==> config.mk <==
export PLATFORM = sky130hd
export DESIGN_NAME = rpkt_ctrl
export DESIGN_NICKNAME = d
export VERILOG_FILES = /design/src/rtl/rpkt_pkg.sv /design/src/rtl/rpkt_ctrl.sv
export SDC_FILE = /design/constraint.sdc
export NUM_CORES = 1
export LEC_CHECK = 0
export ABC_AREA = 1
export BUFFER_PORTS_ARGS = -buffer_cell sky130_fd_sc_hd__buf_2
export CAP_MARGIN = 10
export CORE_MARGIN = 5
export CORE_UTILIZATION = 55
export CTS_CLUSTER_DIAMETER = 30
export CTS_CLUSTER_SIZE = 20
export DETAILED_ROUTE_END_ITERATION = 8
export PLACE_DENSITY = 0.77
export SLEW_MARGIN = 10
export SYNTH_ARGS = -nofsm -noshare
export SYNTH_HDL_FRONTEND = slang
export SYNTH_SLANG_ARGS = --single-unit
==> constraint.sdc <==
create_clock -name i_clk -period 2.05 [get_ports i_clk]
set_input_delay 0.41 -clock i_clk [delete_from_list [all_inputs] [get_ports i_clk]]
set_output_delay 0.41 -clock i_clk [all_outputs]
set_load 0.005 [all_outputs]
==> src/rtl/rpkt_pkg.sv <==
// Shared types, constants and arithmetic helpers for the relative position tracker.
package rpkt_pkg;

    localparam int unsigned WARMUP_FRAMES = 3;

    localparam logic [7:0] CFG_FPS  = 8'd0;
    localparam logic [7:0] CFG_QN   = 8'd1;
    localparam logic [7:0] CFG_RN   = 8'd2;
    localparam logic [7:0] CFG_P0   = 8'd3;

    localparam logic [9:0]  RST_FPS = 10'd30;
    localparam logic [30:0] RST_QN  = 31'd655;
    localparam logic [30:0] RST_RN  = 31'd655360;
    localparam logic [30:0] RST_P0  = 31'd6554;

    localparam logic signed [49:0] NUM_LIM = 50'sh0_7FFF_FFFF_FFFF;

    typedef enum logic [4:0] {
        S_IDLE, S_FRONT, S_VELF, S_VELL, S_MAGV, S_SQV, S_SQVW, S_PRED,
        S_DET, S_DCHK, S_NODET, S_KMAC, S_KDIV, S_KDIVW, S_XUPD, S_PUPD,
        S_MAGD, S_SQD, S_SQDW, S_OUT
    } t_state;

    typedef struct packed {
        t_state     op;
        logic [4:0] idx;
        logic       step;
    } t_cmd;

    typedef struct packed {
        logic det_pos;
        logic div_done;
        logic sqrt_done;
        logic out_free;
    } t_stat;

    function automatic logic signed [31:0] sat32(input logic signed [63:0] v);
        logic signed [31:0] res;
        if (v > 64'sd2147483647) begin
            res = 32'sh7FFF_FFFF;
        end else if (v < -64'sd2147483648) begin
            res = 32'sh8000_0000;
        end else begin
            res = v[31:0];
        end
        return res;
    endfunction

    // Q16.16 product rounded half up, floor after the shift
    function automatic logic signed [47:0] qround(input logic signed [63:0] p);
        logic signed [63:0] t;
        t = p + 64'sd32768;
        return t[63:16];
    endfunction

    function automatic logic [30:0] sat31(input logic [31:0] v);
        return v[31] ? 31'h7FFF_FFFF : v[30:0];
    endfunction

endpackage

==> src/rtl/rpkt_ctrl.sv <==
// Sequencer: steps the datapath through front end, predict, gain, update and magnitudes.
module rpkt_ctrl
    import rpkt_pkg::*;
(
    input  logic  i_clk,
    input  logic  i_rst_n,
    input  logic  i_start,
    input  t_stat i_stat,
    output t_cmd  o_cmd,
    output logic  o_ready
);
    t_state     r_state, n_state;
    logic [4:0] r_idx, n_idx;
    logic       r_step, n_step;

    // Next state and term counters
    always_comb begin
        n_state = r_state;
        n_idx   = r_idx;
        n_step  = 1'b0;
        case (r_state)
            S_IDLE:  if (i_start) n_state = S_FRONT;
            S_FRONT: n_state = S_VELF;
            S_VELF:  n_state = S_VELL;
            S_VELL: begin
                n_state = S_MAGV;
                n_idx   = '0;
            end
            S_MAGV, S_MAGD, S_DET, S_XUPD, S_PUPD, S_KMAC: begin
                n_step = !r_step;
                if (r_step) begin
                    n_idx = r_idx + 5'd1;
                    case (r_state)
                        S_MAGV: if (r_idx[0]) n_state = S_SQV;
                        S_MAGD: if (r_idx[0]) n_state = S_SQD;
                        S_DET:  if (r_idx[0]) n_state = S_DCHK;
                        S_XUPD: if (r_idx[2:0] == 3'd7) n_state = S_PUPD;
                        S_PUPD: if (r_idx == 5'd31) n_state = S_MAGD;
                        S_KMAC: begin
                            if (r_idx[0]) begin
                                n_state = S_KDIV;
                                n_idx   = r_idx;
                            end
                        end
                        default: ;
                    endcase
                    if (n_state != r_state && r_state != S_KMAC) begin
                        n_idx = '0;
                    end
                end
            end
            S_SQV:  n_state = S_SQVW;
            S_SQVW: if (i_stat.sqrt_done) n_state = S_PRED;
            S_PRED: begin
                n_state = S_DET;
                n_idx   = '0;
            end
            S_DCHK: begin
                n_idx   = '0;
                n_state = i_stat.det_pos ? S_KMAC : S_NODET;
            end
            S_NODET: n_state = S_MAGD;
            S_KDIV:  n_state = S_KDIVW;
            S_KDIVW: begin
                if (i_stat.div_done) begin
                    if (r_idx[3:0] == 4'd15) begin
                        n_state = S_XUPD;
                        n_idx   = '0;
                    end else begin
                        n_state = S_KMAC;
                        n_idx   = r_idx + 5'd1;
                    end
                end
            end
            S_SQD:  n_state = S_SQDW;
            S_SQDW: if (i_stat.sqrt_done) n_state = S_OUT;
            S_OUT:  if (i_stat.out_free) n_state = S_IDLE;
            default: n_state = S_IDLE;
        endcase
    end

    // Commands to the datapath
    always_comb begin
        o_cmd.op   = r_state;
        o_cmd.idx  = r_idx;
        o_cmd.step = r_step;
        o_ready    = r_state == S_IDLE;
    end

    always_ff @(posedge i_clk) begin
        if (!i_rst_n) begin
            r_state <= S_IDLE;
            r_idx   <= '0;
            r_step  <= 1'b0;
        end else begin
            r_state <= n_state;
            r_idx   <= n_idx;
            r_step  <= n_step;
        end
    end

    a_idle_hold: assert property (@(posedge i_clk) disable iff (!i_rst_n)
        (r_state == S_IDLE && !i_start) |=> r_state == S_IDLE)
        else $error("sequencer left idle without a word");

    a_div_wait: assert property (@(posedge i_clk) disable iff (!i_rst_n)
        (r_state == S_KDIVW && !i_stat.div_done) |=> (r_state == S_KDIVW && $stable(r_idx)))
        else $error("gain index moved during division");

    a_det_branch: assert property (@(posedge i_clk) disable iff (!i_rst_n)
        (r_state == S_DCHK) |=> ((r_state == S_KMAC) == $past(i_stat.det_pos)))
        else $error("correction branch does not follow determinant sign");

    a_out_once: assert property (@(posedge i_clk) disable iff (!i_rst_n)
        (r_state == S_OUT && i_stat.out_free) |=> r_state == S_IDLE)
        else $error("result word not released to idle");
endmodule
### Word level (Yosys, flattened, before mapping)

Cells that the tools add are included.

* output and inout bits: 12
* logic and storage cells: 71
* register bits: 11
* input port bits: 7

* add/subtract/negate cells: 1
* reduce and logical (&&, ||, !) cells: 10
* muxes and demuxes: 25
* eq/ne operators: 31

Operators with widths (count)
* 5-bit 2-to-1 mux: 20
* 5-bit case mux with 15 select lines: 1
* 5-bit by 4-bit == test with 1-bit output, second input constant: 8
* 5-bit case mux with 6 select lines: 1
* 5-bit == test, second input constant: 5
* 5-bit by 3-bit == test with 1-bit output, second input constant: 4
* 5-bit case mux with 3 select lines: 1
* 2-bit != test, second input constant: 6
* 5-bit by 2-bit == test with 1-bit output, second input constant: 2
* 6-bit AND reduction: 1
* 6-bit OR reduction: 1
* 5-bit by 1-bit adder with 5-bit output, second input constant: 1
* 5-bit by 1-bit == test with 1-bit output, second input constant: 1
* 5-bit zero test: 1
* 5-bit by 4-bit != test with 1-bit output, second input constant: 1
* 5-bit != test: 1
* 4-bit == test, second input constant: 1
* 4-bit != test, second input constant: 1
* 4-bit AND reduction: 1
* 3-bit == test, second input constant: 1
* 3-bit 2-to-1 mux: 1
* 3-bit AND reduction: 1
* 3-bit nonzero test: 1
* 3-bit OR reduction: 1
* other kinds (4): 4

### Depth between registers and ports, before layout

Gate-level depths: netlist of run 1.

* depth in word-level cells: 10
* gate-level depth with buffers: 13
* gate-level depth less buffers: 13

### Worst setup path after synthesis of run 1

OpenSTA, ideal clock, no wires.

* path type: register to register
* start: reg r_idx[0]
* end: reg r_idx[4]
* data required time: 1934 ps
* path slack: 184 ps
* clock period less this slack: 1866 ps
* setup time: 116 ps
* stages on the path, launching flop included: 14
* path buffers: 0
* arrival: 1750 ps
* path through: dfxtp_1 -> ha_1 -> nand3_1 -> inv_1 -> ha_1 -> inv_1 -> nand3_1 -> nand3_1 -> nor2_1 -> nand2_1 -> nand2_1 -> nand3_2 -> nand2_1 -> a21oi_2

* word-level cells in the longest chain between the ends: 10
* elaborated cells on any way between the ends: 24
* classes of those cells: add/sub: 1; eq/ne: 5; mux: 16; reduce/logical: 2

RTL lines
* start: declaration: line rpkt_ctrl.sv:13 `logic [4:0] r_idx, n_idx;`
* start signal: assignment: line rpkt_ctrl.sv:97 `r_idx <= n_idx;`
* 5-bit == test / 3-bit == test (equally long branches): line rpkt_ctrl.sv:38, rpkt_ctrl.sv:37
* 5-bit 2-to-1 mux (on tied branches): line rpkt_ctrl.sv:38, rpkt_ctrl.sv:37
* 5-bit case mux with 6 select lines: line rpkt_ctrl.sv:33 `case (r_state)`
* 5-bit 2-to-1 mux: line rpkt_ctrl.sv:31 `if (r_step) begin`
* 5-bit 2-to-1 mux: line rpkt_ctrl.sv:21 `case (r_state)`
* 5-bit != test: line rpkt_ctrl.sv:47 `if (n_state != r_state && r_state != S_KMAC) begin`
* 1-bit logical AND: line rpkt_ctrl.sv:47
* 5-bit 2-to-1 mux: line rpkt_ctrl.sv:47
* 5-bit 2-to-1 mux: line rpkt_ctrl.sv:31
* 5-bit case mux with 3 select lines: line rpkt_ctrl.sv:21

Several ways; a longest one is shown, not always the timed one. The select of a mux whose other input is x is not followed.
A chain may end at the register's enable or synchronous reset.

### Worst setup path after layout of run 1

* start: reg r_idx[1]
* end: reg r_idx[1]

Same word-level chain as after synthesis.

==> impl_metrics.ini, run 1 <==
[outcome]
status = finished clean

[placed_design]
placedCellCount = 225
post-dp-hpwl_um = 2330
dp_slack_ns = 0.111
place.gp.congestion = 0.979
portBuffers = 18

[logic_synthesis]
synth_top_area_share = 0.199
ys_ff_latch = 11
postSynthAreaPerCell_um2 = 6.18
synth-edff-count = 0
synthesis.nets = 191
synthCells = 179
synthArstFlopShare = 0
ys.warnings.count = 0
synth.largest_area_cell = dfxtp_1
netlist_area_mm2 = 0.00111
netlist_top_cells_area = dfxtp_1 20%, nand2_1 13%, inv_1 8.5%
synth.distinct_cells = 32
yosysMostFrequentCell = nand2_1
netlist_top_cells_count = 39 x nand2_1, 25 x inv_1, 25 x nor2_1
synth_ff_type = dfxtp_1
ys_seq_area_frac = 0.199

[min_path]
min_from = i_rst_n
hp-class = in -> reg
holdPathEnd = r_idx[2]
whs_path_depth = 3

[setup_path]
required_ns = 2.22
ff2ff_setup_slack_ns = 0.16
r2r-end = r_idx[1]
worst_setup_path_start_kind = flop
crit_arrival_ns = 2.06
crit_fanout = 5
r2r-start = r_idx[1]
cp-end-kind = flop
reg2reg_depth = 13
worstSetupPathType = reg -> reg

[layout]
area_delta_synth_final_pct = 14.8
drive_gt1_frac = 0.262
fin_util = 0.654
antenna-diode-count = 0
nNetsFinal = 215
fillCellCount = 184
fin_cells = 229

[clocking]
cts_resized = 0
clk_latency_ns = 0.28
htree_levels = 1
cts_buffers = 3
clk_path_buf_depth = 2
cts_root_buf = clkbuf_4
postCtsSetupRepairBufs = 0
tritoncts = done
path_clk_slew_ns = 0.07
hold_buffers = 0
cts.sinks = 11

[drt]
drtAntennaViolNets = 0
routed-via-count = 1248
wl_met1_um = 1230
drt-wirelength-per-cell_um = 12.9
wl_met2_um = 1340
dr.pass1.iters = 5
route.met3.wl_um = 313
wl_um = 2950
drc_errors = 0
drt_iter0_drc = 92
highest_layer = met4
viasPerCell = 5.45

[sta]
fin_crit_ns = 1.89
worstMarginPinSlew_ns = 0.391
fin_ws_ns = 0.161
setup_viol = 0
period_share = 0.921
hold_viol = 0
rsz0062_at_grt = no
tns_ns = 0
max_slew_margin = 0.739
fin_skew_ns = 0.00738
drv_slew = 0
fmaxAchievable_ghz = 0.530

[floorplanning]
die_w_um = 54.8
boundaryPins = 19
start_util = 0.570
die_area_mm2 = 0.00301
core-area_mm2 = 0.00194
die_h_um = 54.8
rows = 16

[pwr]
power.density_mw_per_mm2 = 715
leakage_nw = 0.607
ir_drop_uv = 574

[global_routing]
antenna_found_initial = 0
grt.overflow.total = 0
grt_pass1_wl_um = 4830
grt_pass1_vias = 1087
grt_max_degree = 10
grt_util_all_layers = 0.224

[job]
drv_cap = 0
cell usage in the layout (no fill, tap or decap):
master     count
nand2_1       39
inv_1         25
nor2_1        24
buf_2         18
nand3_1       15
a21oi_1       10
dfxtp_1       10
nor2_2         6
nand2_4        5
ha_1           5
nand4_1        4
a21oi_2        4
inv_2          3
nor2_4         3
nand2_2        3
o21ai_0        3
clkbuf_4       3
buf_4          3
o2111ai_1      2
o211ai_1       2
clkinv_2       1
and2_1         1
o21bai_1       1
nand3_2        1
o21ai_2        1
or2_1          1
nor3_1         1
o21ai_1        1
o32ai_1        1
inv_4          1
a211oi_1       1
xor2_1         1
o21a_1         1
clkbuf_1       1
dfxtp_2        1
per-layer routing:
metal | vias up | global-route usage
li1 | 624 | -
met1 | 535 | 0.301
met2 | 78 | 0.339
met3 | 11 | 0.0245
met4 | 0 | 0.133
met5 | - | 0
flip-flops by register name, summed over array words and instances, names as in the netlist:
signal / count
r_idx: 5
r_step: 1
r_state: 5
cell type report:
type | count | area (µm²) | share of cell area
repair buffers | 21 | 113 | 0.0887
flip-flops and latches | 11 | 221 | 0.174
clock buffers | 4 | 26.3 | 0.0207
inverters | 30 | 116 | 0.0916
well taps | 27 | 33.8 | 0.0266
multi-input cells | 136 | 759 | 0.598
cell families (layout without fill, tap and decap cells):
logic type | after synthesis | in the layout | share of synthesized area
simple gates | 103 | 103 | 0.459
flops | 11 | 11 | 0.199
compound gates | 27 | 27 | 0.161
fa+ha+maj | 5 | 5 | 0.0566
buf+inv | 32 | 55 | 0.117
xor+xnor | 1 | 1 | 0.00792
power by group:
part,internal (mW),total [mW],switching [mW]
registers,0.249,0.309,0.0603
logic,0.169,0.448,0.278
clock network,0.0756,0.150,0.0749
critical path: stages, from the launching register on:
cell     delay [ns]
dfxtp_2        0.37
ha_1           0.17
nand3_1        0.10
inv_1          0.10
ha_1           0.19
inv_1          0.05
nand3_1        0.14
nand3_1        0.11
nor2_2         0.13
nand2_1        0.06
nand2_1        0.07
nand3_2        0.14
nand2_1        0.11
a21oi_2        0.05
through the flow:
| stage | total power [mW] | cell area, µm² | hold slack (ns) |
|---|---|---|---|
| floorplan | 0.619 | 1110 | 0.514 |
| global placement | 0.743 | 1240 | 0.521 |
| detailed placement | 0.749 | 1240 | 0.525 |
| CTS | 0.902 | 1270 | 0.421 |
| global route | 0.986 | 1270 | 0.427 |
| finish | 0.908 | 1270 | 0.423 |
how the worst max path moves through the flow:
stage / slack (ns) / cells after the start / from / end
6_report: 0.16 / 13 / r_idx[1] / r_idx[1]
5_1_grt: 0.007 / 13 / r_idx[1] / r_idx[0]
4_1_cts: 0.08 / 13 / r_idx[1] / r_idx[4]
3_5_place_dp: 0.11 / 13 / r_idx[1] / r_idx[4]
3_3_place_gp: 0.22 / 13 / r_idx[1] / r_idx[2]
2_1_floorplan: 0.18 / 13 / r_idx[0] / r_idx[4]
(Power assumes the default switching activity.)
==> inputs of run 2 (changes only) <==
--- a/config.mk
+++ b/config.mk
@@ -6,15 +6,15 @@
 export NUM_CORES = 1
 export LEC_CHECK = 0
 export ABC_AREA = 1
-export BUFFER_PORTS_ARGS = -buffer_cell sky130_fd_sc_hd__buf_2
 export CAP_MARGIN = 10
 export CORE_MARGIN = 5
-export CORE_UTILIZATION = 55
+export CORE_UTILIZATION = 62
 export CTS_CLUSTER_DIAMETER = 30
 export CTS_CLUSTER_SIZE = 20
 export DETAILED_ROUTE_END_ITERATION = 8
+export DONT_BUFFER_PORTS = 1
 export PLACE_DENSITY = 0.77
-export SLEW_MARGIN = 10
+export SLEW_MARGIN = 20
 export SYNTH_ARGS = -nofsm -noshare
 export SYNTH_HDL_FRONTEND = slang
 export SYNTH_SLANG_ARGS = --single-unit
==> impl_metrics.ini, run 2 (synthesis results as in run 1) <==
[global_routing]
grt_pass1_wl_um = 5080
grt_max_degree = 10
grt.overflow.total = 0
antenna_found_initial = 0
grt_pass1_vias = 1169
grt_util_all_layers = 0.251

[placed_design]
place_area_mm2 = 0.00115
portBuffers = 0
place.gp.congestion = 1.00
placedCellCount = 206
post-dp-hpwl_um = 2370
dp_slack_ns = 0.161

[job]
drv_cap = 0

[floorplanning]
boundaryPins = 19
core-area_mm2 = 0.00171
start_util = 0.648
die_area_mm2 = 0.00273
die_h_um = 52.2
rows = 15
die_w_um = 52.2

[clocking]
tritoncts = done
cts.sinks = 11
htree_levels = 1
cts_buffers = 3
clk_path_buf_depth = 2
hold_buffers = 0
cts_root_buf = clkbuf_4
clk_latency_ns = 0.28
path_clk_slew_ns = 0.08

[layout]
reg_top3 = r_idx: 5 flops, r_state: 5 flops, r_step: 1 flops
area_delta_synth_final_pct = 7.69
mostFrequentLayoutCells = 39 x nand2_1, 25 x inv_1, 24 x nor2_1
drive_gt1_frac = 0.194
fin_cells = 211
final_common_cell = nand2_1
fillCellCount = 153
nNetsFinal = 199
final_cell_area_mm2 = 0.00119
antenna-diode-count = 0

[sta]
worstMarginPinSlew_ns = 0.394
setup_viol = 0
fin_crit_ns = 1.97
whs_ns = 0.260
fin_skew_ns = 0.0107
max_slew_margin = 0.737
fmaxAchievable_ghz = 0.507
fin_ws_ns = 0.0776
drv_slew = 0
hold_viol = 0
period_share = 0.962

[setup_path]
crit_fanout = 5
cp_num_buf_inv = 2
worstSetupPathType = reg -> reg
worst_setup_path_start_kind = flop
cpPeakStageDelay_ns = 0.36
ff2ff_setup_slack_ns = 0.08
r2r-start = r_idx[1]
cp-end-kind = flop
r2r-end = r_idx[2]
reg2reg_depth = 13
path_delay_family = simple AND/OR/NAND/NOR gates
required_ns = 2.22
slowest_stage = dfxtp_1
crit_arrival_ns = 2.14
worstPathCellList = ha_1 -> nand3_1 -> inv_1 -> ha_1 -> inv_1 -> nand3_1 -> nand3_1 -> nor2_2 -> nand2_1 -> nand2_1 -> nand3_2 -> nand2_1 -> a21oi_2

[min_path]
min_from = i_rst_n
whs_path_depth = 2
holdPathEnd = r_idx[3]
hp-class = in -> reg

[drt]
routed-via-count = 1232
drt_iter0_drc = 76
dr.pass1.iters = 5
drtAntennaViolNets = 0
drc_errors = 0
wl_um = 3140
viasPerCell = 5.84
drt-wirelength-per-cell_um = 14.9

[pwr]
power.density_mw_per_mm2 = 739
ir_drop_uv = 500
leakage_nw = 0.530

[outcome]
status = finished clean
==> run 2: cell types whose count changed in the layout (fill, tap and decap cells not counted), sizes merged <==
cell | before | now
buf | 21 | 5
==> run 2: per-stage QoR <==
step                       util  power [mW]  setup TNS [ns]
final                     0.697       0.880               0
after CTS                 0.692       0.872               0
after global placement    0.676       0.700               0
after detailed placement  0.676       0.716               0
after global routing      0.697       0.948         -0.0937
after floorplan               -       0.619               0
==> run 2: worst max-delay path by stage <==
| stage | to | startpoint | cells past startpoint | slack [ns] |
|---|---|---|---|---|
| finish | r_idx[2] | r_idx[1] | 13 | 0.08 |
| global route | r_idx[2] | r_idx[1] | 13 | -0.04 |
| CTS | r_idx[0] | r_idx[1] | 13 | 0.14 |
| detailed placement | r_idx[0] | r_idx[1] | 13 | 0.16 |
| global placement | r_idx[1] | r_state[0] | 10 | 0.27 |
| floorplan | r_idx[4] | r_idx[0] | 13 | 0.18 |
==> run 2: repair_timing <==
action	in CTS	in global routing
hold endpoints to repair	0	0
buffers inserted	0	1
endpoints found under the setup margin	0	5
resized for setup	0	1
==> run 2: per-layer routing <==
layer	track usage	vias up	wire (µm)
met2	0.431	81	1500
met3	0.0513	18	347
met5	0	-	0
met1	0.289	545	1210
met4	0.132	0	91
li1	-	588	-
==> run 2: cell type report <==
cell class,instances,area [µm²],area share
multi-input cells,136,759,0.638
flip-flops and latches,11,220,0.185
inverters,30,116,0.0977
repair buffers,5,37.5,0.0315
well taps,25,31.3,0.0263
clock buffers,4,26.3,0.0221
==> run 2: report_power, final <==
group,internal (mW),switching [mW]
sequential,0.248,0.0643
clock,0.0754,0.0780
combinational,0.140,0.275
==> run 2: worst reg2reg max path, stage by stage, from the launching register on <==
cell	delay, ns
dfxtp_1	0.36
ha_1	0.19
nand3_1	0.10
inv_1	0.09
ha_1	0.16
inv_1	0.04
nand3_1	0.15
nand3_1	0.14
nor2_2	0.15
nand2_1	0.08
nand2_1	0.08
nand3_2	0.15
nand2_1	0.12
a21oi_2	0.06
==> inputs of run 3 (changes only) <==
--- a/config.mk
+++ b/config.mk
@@ -8,12 +8,13 @@
 export ABC_AREA = 1
 export CAP_MARGIN = 10
 export CORE_MARGIN = 5
-export CORE_UTILIZATION = 62
+export CORE_UTILIZATION = 55
 export CTS_CLUSTER_DIAMETER = 30
 export CTS_CLUSTER_SIZE = 20
 export DETAILED_ROUTE_END_ITERATION = 8
 export DONT_BUFFER_PORTS = 1
-export PLACE_DENSITY = 0.77
+export GPL_TIMING_DRIVEN = 0
+export PLACE_DENSITY = 0.69
 export SLEW_MARGIN = 20
 export SYNTH_ARGS = -nofsm -noshare
 export SYNTH_HDL_FRONTEND = slang
==> impl_metrics.ini, run 3 (synthesis results as in run 1) <==
[layout]
drive_gt1_frac = 0.215
nNetsFinal = 199
final_cell_area_mm2 = 0.00121
final_common_cell = nand2_1
antenna-diode-count = 0
area_delta_synth_final_pct = 9.73
fillCellCount = 198
mostFrequentLayoutCells = 39 x nand2_1, 24 x inv_1, 24 x nor2_1
fin_cells = 213
fin_util = 0.625
reg_top3 = r_idx: 5 flops, r_state: 5 flops, r_step: 1 flops

[placed_design]
post-dp-hpwl_um = 2200
place_area_mm2 = 0.00114
placedCellCount = 206
portBuffers = 0
place.gp.congestion = 0.962

[sta]
fin_crit_ns = 1.93
max_slew_margin = 0.736
setup_viol = 0
tns_ns = 0
fin_skew_ns = 0.00787
fmaxAchievable_ghz = 0.518
period_share = 0.942
worstMarginPinSlew_ns = 0.395
hold_viol = 0
whs_ns = 0.260
drv_slew = 0

[setup_path]
worst_setup_path_start_kind = flop
cp-end-kind = flop
required_ns = 2.22
cpPeakStageDelay_ns = 0.39
cp_num_buf_inv = 2
path_delay_family = simple AND/OR/NAND/NOR gates
slowest_stage = dfxtp_4
worstPathCellList = ha_1 -> nand3_2 -> inv_2 -> ha_1 -> inv_1 -> nand3_2 -> nand3_1 -> nor2_2 -> nand2_1 -> nand2_1 -> nand3_2 -> nand2_1 -> a21oi_2
crit_arrival_ns = 2.10
r2r-start = r_idx[0]
worstSetupPathType = reg -> reg
cp-startpoint = r_idx[0]
ff2ff_setup_slack_ns = 0.12
crit_fanout = 6

[pwr]
p_sw_mw = 0.408
p_int_mw = 0.465
power.density_mw_per_mm2 = 719
p_clk_frac = 0.185
combPwrFrac = 0.449
leakage_nw = 0.545
ir_drop_uv = 436
p_sw_frac = 0.467
seqPwrFrac = 0.366

[floorplanning]
die_area_mm2 = 0.00301
rows = 16
start_util = 0.570
boundaryPins = 19
core-area_mm2 = 0.00194
die_w_um = 54.8
die_h_um = 54.8

[drt]
drtAntennaViolNets = 0
wl_um = 2980
drt-wirelength-per-cell_um = 14.0
routed-via-count = 1156
drc_errors = 0
dr.pass1.iters = 5
viasPerCell = 5.43
drt_iter0_drc = 36

[global_routing]
grt.overflow.total = 0
grt_util_all_layers = 0.210
grt_max_degree = 10
grt_pass1_vias = 1031
grt_pass1_wl_um = 4540
antenna_found_initial = 0

[clocking]
path_clk_slew_ns = 0.08
cts_root_buf = clkbuf_4
cts.sinks = 11
cts_buffers = 3
clk_path_buf_depth = 2
clk_latency_ns = 0.28
tritoncts = done
htree_levels = 1

[job]
drv_cap = 0

[min_path]
min_from = i_rst_n
hp-class = in -> reg

[outcome]
status = finished clean
run 3: changes by cell type in the layout (fill, tap and decap cells not counted), sizes merged:
cell / delta
dlymetal6s2s: +1
buf: -1
run 3: path summary, 6_finish.rpt:
kind	to	cells past startpoint
setup reg to reg	r_idx[2]	13
hold reg to reg	r_step	3
setup / recovery	r_idx[2]	13
hold / removal	r_idx[1]	2
run 3: what timing repair did:
action	in CTS	in global routing
setup buffers	0	3
endpoints found under the setup margin	6	6
endpoints found under the hold margin	0	0
hold buffers	0	0
gates resized for setup	5	3
gates cloned	0	0
pin swaps	0	1
run 3: power by group through the flow:
stage               combinational [mW]  clock, mW  sequential (mW)
floorplan                        0.315          0            0.304
global placement                 0.367          0            0.320
detailed placement               0.369          0            0.321
CTS                              0.375      0.163            0.320
global route                     0.441      0.181            0.325
finish                           0.392      0.161            0.319
run 3: stage by stage:
stage / total power, mW / setup slack [ns]
floorplan: 0.619 / 0.184
global placement: 0.686 / -0.202
detailed placement: 0.690 / -0.221
CTS: 0.858 / 0.0178
global route: 0.948 / -0.00213
finish: 0.873 / 0.119
run 3: worst register-to-register path, stage by stage, from the launching register on:
cell and delay, ns:
dfxtp_4 0.39, ha_1 0.20, nand3_2 0.12, inv_2 0.10
ha_1 0.16, inv_1 0.06, nand3_2 0.10, nand3_1 0.10
nor2_2 0.15, nand2_1 0.08, nand2_1 0.08, nand3_2 0.13
nand2_1 0.10, a21oi_2 0.05
run 3: per-layer routing:
metal | up-vias | global-route usage | wire length [µm]
met5 | - | 0 | 0
met4 | 0 | 0.0581 | 21
met3 | 2 | 0.0463 | 242
met2 | 52 | 0.370 | 1460
met1 | 509 | 0.251 | 1250
li1 | 593 | - | -
run 3: area by class of cell:
cell class,instances,area [µm²],area share
plain buffers,2,12.5,0.0103
multi-input cells,136,769,0.634
well taps,27,33.8,0.0278
clock buffers,4,26.3,0.0216
inverters,30,116,0.0959
repair buffers,3,27.5,0.0227
flip-flops and latches,11,228,0.188
